## src/design/pngts_pkg.sv

```systemverilog
// Package for the PNG/JPEG transparency scanner.
// Holds parse phase codes, verdict codes, register indexes and chunk type words.
// No dependencies.
package pngts_pkg;

    localparam int LENGTH_BITS_DEFAULT = 32;

    localparam int FIELD_W = 32;   // chunk length, type word, field counter
    localparam int FLEN_W  = 32;   // file_length register

    // parse phases
    localparam logic [2:0] PH_SIG  = 3'd0;
    localparam logic [2:0] PH_LEN  = 3'd1;
    localparam logic [2:0] PH_TYPE = 3'd2;
    localparam logic [2:0] PH_DATA = 3'd3;
    localparam logic [2:0] PH_CRC  = 3'd4;
    localparam logic [2:0] PH_DONE = 3'd5;

    // verdicts
    localparam logic [1:0] VERDICT_MISMATCH    = 2'd0;
    localparam logic [1:0] VERDICT_OPAQUE      = 2'd1;
    localparam logic [1:0] VERDICT_TRANSPARENT = 2'd2;

    // configuration register indexes
    localparam logic REG_IMAGE_FORMAT = 1'b0;
    localparam logic REG_FILE_LENGTH  = 1'b1;

    localparam logic FMT_PNG  = 1'b0;
    localparam logic FMT_JPEG = 1'b1;

    localparam logic [31:0] TYPE_IHDR = 32'h4948_4452;
    localparam logic [31:0] TYPE_TRNS = 32'h7452_4E53;
    localparam logic [31:0] TYPE_IEND = 32'h4945_4E44;

    localparam logic [7:0] JPEG_MARK  = 8'hFF;
    localparam logic [7:0] JPEG_SOI   = 8'hD8;
    localparam logic [7:0] JPEG_EOI   = 8'hD9;

    localparam logic [7:0] COLOR_GRAY_ALPHA = 8'd4;
    localparam logic [7:0] COLOR_RGB_ALPHA  = 8'd6;

    localparam int CHUNK_OVERHEAD = 12;  // length + type + CRC
    localparam int IHDR_MIN_LEN   = 13;
    localparam int COLOR_TYPE_OFS = 9;
    localparam int SIG_LEN        = 8;

    function automatic logic [7:0] png_magic(input logic [2:0] idx);
        logic [7:0] m;
        case (idx)
            3'd0:    m = 8'h89;
            3'd1:    m = 8'h50;
            3'd2:    m = 8'h4E;
            3'd3:    m = 8'h47;
            3'd4:    m = 8'h0D;
            3'd5:    m = 8'h0A;
            3'd6:    m = 8'h1A;
            3'd7:    m = 8'h0A;
            default: m = 8'h00;
        endcase
        return m;
    endfunction

endpackage

```

## src/design/png_chunk_transparency_scanner_unit.sv

```systemverilog
// Top level of the PNG/JPEG transparency scanner: byte-wide chunk walker.
// Output: the verdict word is registered when the last byte is accepted.
// Throughput: one byte per cycle when in_ready is high; every state update is counter and
// compare logic between the input handshake and the state/result registers.
// Reset: asynchronous, active low; clears parse state, config and output valid.
// Parse state also returns to reset after every verdict.
module png_chunk_transparency_scanner_unit
    import pngts_pkg::*;
#(
    parameter int LENGTH_BITS = LENGTH_BITS_DEFAULT
)
(
    input  logic                clk,
    input  logic                rst_n,
    input  logic                cfg_we,
    input  logic                cfg_index,
    input  logic [FLEN_W-1:0]   cfg_data,
    input  logic                in_valid,
    output logic                in_ready,
    input  logic [7:0]          byte_value,
    input  logic                last_byte,
    output logic                out_valid,
    input  logic                out_ready,
    output logic [1:0]          verdict
);

    localparam int WIDE_W = ((LENGTH_BITS > FLEN_W) ? LENGTH_BITS : FLEN_W) + 2;
    localparam logic [LENGTH_BITS-1:0] POS_MAX = {LENGTH_BITS{1'b1}};

    logic                   fmt_reg;
    logic [FLEN_W-1:0]      flen_reg;

    logic [LENGTH_BITS-1:0] pos_reg, pos_next;
    logic [2:0]             phase_reg, phase_next;
    logic [FIELD_W-1:0]     left_reg, left_next;
    logic [FIELD_W-1:0]     clen_reg, clen_next;
    logic [FIELD_W-1:0]     ctype_reg, ctype_next;
    logic                   sig_good_reg, sig_good_next;
    logic                   decided_reg, decided_next;
    logic [1:0]             held_reg, held_next;
    logic [7:0]             prev_reg, prev_next;
    logic                   watch_reg, watch_next;

    logic                   out_valid_reg;
    logic [1:0]             verdict_reg;
    logic [1:0]             result;

    logic                   accept;
    logic                   field_done;
    logic [FIELD_W-1:0]     left_dec;
    logic [FIELD_W-1:0]     clen_shift;
    logic [FIELD_W-1:0]     ctype_shift;
    logic [LENGTH_BITS-1:0] chk_off;
    logic [FIELD_W-1:0]     chk_len;
    logic [WIDE_W-1:0]      chk_sum;
    logic                   chunk_fits;
    logic [LENGTH_BITS-1:0] pos_inc;

    assign accept   = in_valid && in_ready;
    assign in_ready = !out_valid_reg || out_ready;
    assign out_valid = out_valid_reg;
    assign verdict   = verdict_reg;

    assign left_dec    = left_reg - FIELD_W'(1);
    assign field_done  = (left_reg == FIELD_W'(1));
    assign clen_shift  = {clen_reg[FIELD_W-9:0], byte_value};
    assign ctype_shift = {ctype_reg[FIELD_W-9:0], byte_value};
    assign pos_inc     = (pos_reg != POS_MAX) ? pos_reg + LENGTH_BITS'(1) : pos_reg;

    // chunk bound check: offset + length + 12 must not pass file_length
    always_comb
    begin
        case (phase_reg)
            PH_LEN:
            begin
                chk_off = (pos_reg >= LENGTH_BITS'(3)) ? pos_reg - LENGTH_BITS'(3) : '0;
                chk_len = clen_shift;
            end
            PH_CRC:
            begin
                chk_off = pos_inc;
                chk_len = '0;
            end
            default:
            begin
                chk_off = LENGTH_BITS'(SIG_LEN);
                chk_len = '0;
            end
        endcase
    end

    assign chk_sum    = WIDE_W'(chk_off) + WIDE_W'(chk_len) + WIDE_W'(CHUNK_OVERHEAD);
    assign chunk_fits = (chk_sum <= WIDE_W'(flen_reg));

    always_comb
    begin
        pos_next      = pos_reg;
        phase_next    = phase_reg;
        left_next     = left_reg;
        clen_next     = clen_reg;
        ctype_next    = ctype_reg;
        sig_good_next = sig_good_reg;
        decided_next  = decided_reg;
        held_next     = held_reg;
        prev_next     = prev_reg;
        watch_next    = watch_reg;
        result        = VERDICT_MISMATCH;

        if (fmt_reg == FMT_PNG)
        begin
            if (!decided_reg)
            begin
                case (phase_reg)
                    PH_SIG:
                    begin
                        if (byte_value != png_magic(pos_reg[2:0]))
                            sig_good_next = 1'b0;
                        if (pos_reg >= LENGTH_BITS'(SIG_LEN - 1))
                        begin
                            if (chunk_fits)
                            begin
                                phase_next = PH_LEN;
                                left_next  = FIELD_W'(4);
                                clen_next  = '0;
                            end
                            else
                            begin
                                decided_next = 1'b1;
                                held_next    = VERDICT_OPAQUE;
                                phase_next   = PH_DONE;
                            end
                        end
                    end
                    PH_LEN:
                    begin
                        clen_next = clen_shift;
                        left_next = left_dec;
                        if (field_done)
                        begin
                            if (chunk_fits)
                            begin
                                phase_next = PH_TYPE;
                                left_next  = FIELD_W'(4);
                                ctype_next = '0;
                            end
                            else
                            begin
                                decided_next = 1'b1;
                                held_next    = VERDICT_OPAQUE;
                                phase_next   = PH_DONE;
                            end
                        end
                    end
                    PH_TYPE:
                    begin
                        ctype_next = ctype_shift;
                        left_next  = left_dec;
                        if (field_done)
                        begin
                            if (ctype_shift == TYPE_TRNS)
                            begin
                                decided_next = 1'b1;
                                held_next    = VERDICT_TRANSPARENT;
                                phase_next   = PH_DONE;
                            end
                            else if (ctype_shift == TYPE_IEND)
                            begin
                                decided_next = 1'b1;
                                held_next    = VERDICT_OPAQUE;
                                phase_next   = PH_DONE;
                            end
                            else
                            begin
                                watch_next = (ctype_shift == TYPE_IHDR)
                                          && (clen_reg >= FIELD_W'(IHDR_MIN_LEN));
                                if (clen_reg == '0)
                                begin
                                    phase_next = PH_CRC;
                                    left_next  = FIELD_W'(4);
                                end
                                else
                                begin
                                    phase_next = PH_DATA;
                                    left_next  = clen_reg;
                                end
                            end
                        end
                    end
                    PH_DATA:
                    begin
                        // offset within the data is length minus bytes left
                        if (watch_reg && (clen_reg - left_reg == FIELD_W'(COLOR_TYPE_OFS))
                            && (byte_value == COLOR_GRAY_ALPHA
                                || byte_value == COLOR_RGB_ALPHA))
                        begin
                            decided_next = 1'b1;
                            held_next    = VERDICT_TRANSPARENT;
                            phase_next   = PH_DONE;
                        end
                        else
                        begin
                            left_next = left_dec;
                            if (field_done)
                            begin
                                phase_next = PH_CRC;
                                left_next  = FIELD_W'(4);
                            end
                        end
                    end
                    PH_CRC:
                    begin
                        left_next = left_dec;
                        if (field_done)
                        begin
                            if (chunk_fits)
                            begin
                                phase_next = PH_LEN;
                                left_next  = FIELD_W'(4);
                                clen_next  = '0;
                            end
                            else
                            begin
                                decided_next = 1'b1;
                                held_next    = VERDICT_OPAQUE;
                                phase_next   = PH_DONE;
                            end
                        end
                    end
                    default:
                    begin
                    end
                endcase
            end

            if (!sig_good_next || phase_next == PH_SIG)
                result = VERDICT_MISMATCH;
            else if (decided_next)
                result = held_next;
            else
                result = VERDICT_OPAQUE;
        end
        else
        begin
            if (pos_reg == '0 && byte_value != JPEG_MARK)
                sig_good_next = 1'b0;
            if (pos_reg == LENGTH_BITS'(1) && byte_value != JPEG_SOI)
                sig_good_next = 1'b0;
            result = (sig_good_next && pos_reg >= LENGTH_BITS'(3)
                      && prev_reg == JPEG_MARK && byte_value == JPEG_EOI)
                     ? VERDICT_OPAQUE : VERDICT_MISMATCH;
        end

        if (last_byte)
        begin
            pos_next      = '0;
            phase_next    = PH_SIG;
            left_next     = '0;
            clen_next     = '0;
            ctype_next    = '0;
            sig_good_next = 1'b1;
            decided_next  = 1'b0;
            held_next     = VERDICT_MISMATCH;
            prev_next     = '0;
            watch_next    = 1'b0;
        end
        else
        begin
            pos_next  = pos_inc;
            prev_next = byte_value;
        end
    end

    always_ff @(posedge clk or negedge rst_n)
    begin
        if (!rst_n)
        begin
            fmt_reg  <= FMT_PNG;
            flen_reg <= '0;
        end
        else if (cfg_we)
        begin
            case (cfg_index)
                REG_IMAGE_FORMAT: fmt_reg  <= cfg_data[0];
                REG_FILE_LENGTH:  flen_reg <= cfg_data;
                default:          fmt_reg  <= fmt_reg;
            endcase
        end
    end

    always_ff @(posedge clk or negedge rst_n)
    begin
        if (!rst_n)
        begin
            pos_reg      <= '0;
            phase_reg    <= PH_SIG;
            left_reg     <= '0;
            clen_reg     <= '0;
            ctype_reg    <= '0;
            sig_good_reg <= 1'b1;
            decided_reg  <= 1'b0;
            held_reg     <= VERDICT_MISMATCH;
            prev_reg     <= '0;
            watch_reg    <= 1'b0;
        end
        else if (accept)
        begin
            pos_reg      <= pos_next;
            phase_reg    <= phase_next;
            left_reg     <= left_next;
            clen_reg     <= clen_next;
            ctype_reg    <= ctype_next;
            sig_good_reg <= sig_good_next;
            decided_reg  <= decided_next;
            held_reg     <= held_next;
            prev_reg     <= prev_next;
            watch_reg    <= watch_next;
        end
    end

    // result word register
    always_ff @(posedge clk or negedge rst_n)
    begin
        if (!rst_n)
            out_valid_reg <= 1'b0;
        else if (accept && last_byte)
            out_valid_reg <= 1'b1;
        else if (out_ready)
            out_valid_reg <= 1'b0;
    end

    always_ff @(posedge clk)
    begin
        if (accept && last_byte)
            verdict_reg <= result;
    end

endmodule

```

## config.mk

```make
export PLATFORM = sky130hd
export DESIGN_NAME = png_chunk_transparency_scanner_unit
export DESIGN_NICKNAME = d
export VERILOG_FILES = /design/src/design/pngts_pkg.sv /design/src/design/png_chunk_transparency_scanner_unit.sv
export SDC_FILE = /design/constraint.sdc
export NUM_CORES = 1
export LEC_CHECK = 0
export BUFFER_PORTS_ARGS = -buffer_cell sky130_fd_sc_hd__buf_2
export CAP_MARGIN = 10
export CORE_ASPECT_RATIO = 1.25
export CORE_MARGIN = 2
export CORE_UTILIZATION = 61
export DETAILED_ROUTE_END_ITERATION = 7
export PLACE_DENSITY = 0.78
export SYNTH_ARGS = -nofsm -noshare
export SYNTH_HDL_FRONTEND = slang
export SYNTH_SLANG_ARGS = --single-unit
```

## constraint.sdc

```tcl
create_clock -name clk -period 14.9 [get_ports clk]
set_clock_uncertainty 0.05 [all_clocks]
set_input_delay 1.49 -clock clk [delete_from_list [all_inputs] [get_ports clk]]
set_output_delay 1.49 -clock clk [all_outputs]
set_load 0.02 [all_outputs]
```

==> results.md <==
- The worst vdd rail ir drop is between 0.07 and 0.08 mV.
- Of the available clock period, the critical path in the final layout requires 0.651.
- After detailed routing, the number of remaining DRC violations is 0.
- The via count is about 16,000.
- During synthesis, Yosys emitted a total of 0 warnings.
- The number of hold-slack violations in the final timing report is 0.
- Synthesis inferred 172 register bits.
- The number of setup violations in the final report is 0.
- Dividing the detail-routed wire length by the instance count gives 21.4 um.
- The total non-filler cell area in the finished layout is roughly 17,000 um2.
- The post-synthesis instance area is 16,000 um2.
- Routability-driven placement finished with a final weighted congestion of 0.971.
- The area of the core region is 25,900 um2.
- The static power due to leakage is a little under 0.008 uW.
- The number of I/O port buffers is 50.
- The number of nets in the synthesized netlist is about 2,200.
- Along the worst path, the maximum fanout reaches 14.
- The violation count after the first detailed-routing iteration is 1,623.
- The worst setup path is launched from a register.
- The largest single stage delay on the critical path is 530 ps.
- The per-cell via count in the routed design is 6.86.
- The number of enable flip-flop cells after synthesis is 2.
- The die area is 27,500 um2.
- TritonCTS built the clock tree.
- After detailed placement, the total cell area comes to about 16,000 um2.
- Of the cells placed in the final design, the portion with a size suffix greater than 1 is 0.0864.
- The path depth of the worst reg2reg path is 34.
- The number of antenna violations at the first check in global routing was 0.
- The maximum count of clock buffers along a single path is 2.
- The most frequent standard cell in the layout excluding fill and tap cells is sky130_fd_sc_hd__nand2_1.
- The initial cell density of the core is 0.617.
- The max-cap violation count is 0.
- The cell sitting at the root of the clock tree is a sky130_fd_sc_hd__clkbuf_16.
- The completed layout was analyzed and its total power is 1210 uW.
- The clock period minus worst slack is 9700 ps.
- The sequential area share after synthesis is 0.270.
- Counting both buffers and inverters, the worst setup path holds a total of 1.
- The filler cells instantiated in the layout total 2,281.
- For this run, the top clock speed supported by timing is 0.103 GHz.
- Prior to clock tree synthesis, the placed netlist has a worst setup slack of 5150 ps.
- The number of global-route vias before repair is between 15,000 and 20,000.
- The worst path meets setup with 5200 ps of slack.
- The share of flip-flops with an asynchronous set or reset after synthesis is 0.988.
- By startpoint and endpoint, the worst setup path is classified as reg -> reg.
- The number of buffers added by the clock tree synthesis step is 17.
- The flow ran to the end, and the final reports show no timing, DRC or antenna violations.
- For the pin with the worst max-slew slack, the measured transition is 1070 ps.
- Entering global routing, the biggest net connects 94 pins.
- The clock drives roughly 170 sinks.
- Global routing finished with a remaining overflow of 0.
- The cell depth of the worst hold path is 2.
- In the layout the commonest cells are sky130_fd_sc_hd__nand2_1 (251), sky130_fd_sc_hd__dfrtp_1 (169), sky130_fd_sc_hd__nor2_1 (147).
- In this run the horizontal extent of the chip is between 100 and 150 um.
- The worst hold path belongs to the class reg -> reg.
- The remaining number of nets flagged by the antenna check after routing is 0.
- Setup repair after global routing left no endpoint under its margin.
- Clock-pin slew was measured on the worst setup and hold paths at 70 ps.
- The number of diodes added for antenna fixing is 0.
- The power density over the cells is 71.4 nW/um2.
- The terminating pin of the worst hold path is prev_reg[3].
- The number of distinct library cell variants in the gate-level netlist after synthesis is 95.
- On the critical path, the stage with the largest delay is an instance of sky130_fd_sc_hd__nand3_1.
- The clock latency at the later pin of the worst-skew pair is 450 ps.
- The first detailed-routing pass took 6 iterations.
- The count of standard-cell rows is 66.
- The average footprint of a synthesized cell is 7.77 um2.
- The launch point of the worst reg-to-reg path is pos_reg[0].
- The half-perimeter wire length after placement is 37.7 mm.
- The cell family contributing the most delay on the critical path is simple AND/OR/NAND/NOR gates.
- Setup slack on the worst reg-to-reg path comes out at 5200 ps.
- At the worst endpoint, the arrival time is 9970 ps.
- The final number of max-transition violations is 0.
- The data required time at the worst endpoint is 15,170 ps.
- Summed over all layers, the routed wires come to 50.9 mm.
- The worst pin sits at a relative slew slack of 0.275.
- The height of the die is 185 um.
- The top-level port count is 51.
- The instance count on the critical path is 34.
- The critical register-to-register path endpoint is left_reg[10].
- Counting every instance in the synthesized netlist gives 2,058.
- Adding up every negative setup slack in the final design gives 0 ps.
- In this run the most critical hold path is launched from prev_reg[3].
- The hold buffer count at CTS is 0.
- Relative to the synthesized area, the layout overhead comes to 5.61%.
- The global-route wire length before repair is 80.6 mm.
- At the end of the flow, the number of nets in the layout was 2,204.
- The post-cts gate resize count is 0.
- The number of setup buffers added after CTS is 0.
- The worst setup path is captured at a register.
- The H-tree generated during clock tree synthesis spans 4 levels.
- In the global route stage, overall resource usage came out at 0.370.
- Among all flip-flop cells after synthesis, the most frequent one is sky130_fd_sc_hd__dfrtp_1.
[cells in the mapped netlist (10+ instances only)]
cell                       instances  area share
sky130_fd_sc_hd__o21ai_1          12      0.0038
sky130_fd_sc_hd__nand4_1          52       0.020
sky130_fd_sc_hd__o21ai_0         139       0.044
sky130_fd_sc_hd__o31ai_1          46       0.022
sky130_fd_sc_hd__a32oi_1          10      0.0055
sky130_fd_sc_hd__nor4_1           36       0.014
sky130_fd_sc_hd__xnor2_1          41       0.022
sky130_fd_sc_hd__mux2_2           34       0.024
sky130_fd_sc_hd__a22oi_1          15      0.0070
sky130_fd_sc_hd__dfrtp_1         169        0.26
sky130_fd_sc_hd__a211oi_1         19      0.0089
sky130_fd_sc_hd__o22ai_1          16      0.0063
sky130_fd_sc_hd__or4_1            13      0.0061
sky130_fd_sc_hd__and4_1           13      0.0071
sky130_fd_sc_hd__a221oi_1         15      0.0082
sky130_fd_sc_hd__a31oi_1          13      0.0051
sky130_fd_sc_hd__nand2b_1         20      0.0078
sky130_fd_sc_hd__o211ai_1         16      0.0075
sky130_fd_sc_hd__inv_1           111       0.026
sky130_fd_sc_hd__nor2_1          148       0.035
sky130_fd_sc_hd__clkbuf_1        104       0.024
sky130_fd_sc_hd__nand3_1          83       0.026
sky130_fd_sc_hd__a21boi_0         12      0.0056
sky130_fd_sc_hd__a21oi_1         146       0.046
sky130_fd_sc_hd__and2_1           38       0.015
sky130_fd_sc_hd__buf_2            10      0.0031
sky130_fd_sc_hd__a21o_1           30       0.014
sky130_fd_sc_hd__nand2_1         252       0.059
sky130_fd_sc_hd__o21a_1           18      0.0085
sky130_fd_sc_hd__ha_1            132        0.10
sky130_fd_sc_hd__nor3_1           57       0.018
sky130_fd_sc_hd__and3_1           18      0.0070
sky130_fd_sc_hd__or3_1            20      0.0078
sky130_fd_sc_hd__xor2_1           13      0.0071
[power breakdown]
| part | internal [uW] | leakage [uW] | switching, uW |
|---|---|---|---|
| logic | 99.9 | 0.00515 | 160 |
| registers | 486 | 0.00230 | 15.2 |
| clock network | 228 | 0.000263 | 216 |
[kinds of logic (layout without fill, tap and decap cells)]
| family | Yosys count | count (layout) | synth area share |
|---|---|---|---|
| adders and majority gates | 134 | 134 | 0.106 |
| muxes | 44 | 44 | 0.0303 |
| and+or+nand+nor | 798 | 798 | 0.248 |
| DFF | 172 | 172 | 0.270 |
| xor gates and xnor gates | 54 | 54 | 0.0296 |
| buffers and inverters | 235 | 213 | 0.0574 |
| AOI/OAI and AO/OA | 621 | 621 | 0.259 |
[how the worst max path moves through the flow]
stage | to | start | slack (ps)
floorplan | left_reg[10] | pos_reg[0] | 7240
CTS | left_reg[10] | pos_reg[0] | 5120
global placement | left_reg[12] | pos_reg[0] | 5420
detailed placement | left_reg[12] | pos_reg[0] | 5150
global route | left_reg[10] | pos_reg[0] | 4480
finish | left_reg[10] | pos_reg[0] | 5200
[tightest hold or removal path: stages, from the launching register on]
cell,delay [ps]
sky130_fd_sc_hd__dfrtp_1,340
sky130_fd_sc_hd__nand2_1,40
sky130_fd_sc_hd__o21ai_0,60
[layer usage]
metal / wire (um) / global-route usage / up-vias / part of all wire
li1: - / - / 7548 / -
met1: 20500 / 0.483 / 7685 / 0.40
met2: 23200 / 0.595 / 894 / 0.46
met3: 4700 / 0.0685 / 169 / 0.092
met4: 2500 / 0.174 / 0 / 0.049
met5: 0 / 0 / - / 0
[layout make-up]
class | count | area [um2] | area share
multi-input cells | 1651 | 10800 | 0.638
clock inverters | 12 | 101 | 0.00600
well taps | 340 | 425 | 0.0252
inverters | 111 | 417 | 0.0247
clock buffers | 20 | 458 | 0.0271
flip-flops and latches | 172 | 4320 | 0.256
repair buffers | 70 | 404 | 0.0239
[through the flow]
stage           util  cells  hold slack, ps
3_3_place_gp   0.630   2343             413
3_5_place_dp   0.630   2343             422
6_report       0.651   2376             438
2_1_floorplan      -   2058             399
4_1_cts        0.651   2375             438
5_1_grt        0.651   2376             459
Power figures use the tool's default switching activity.
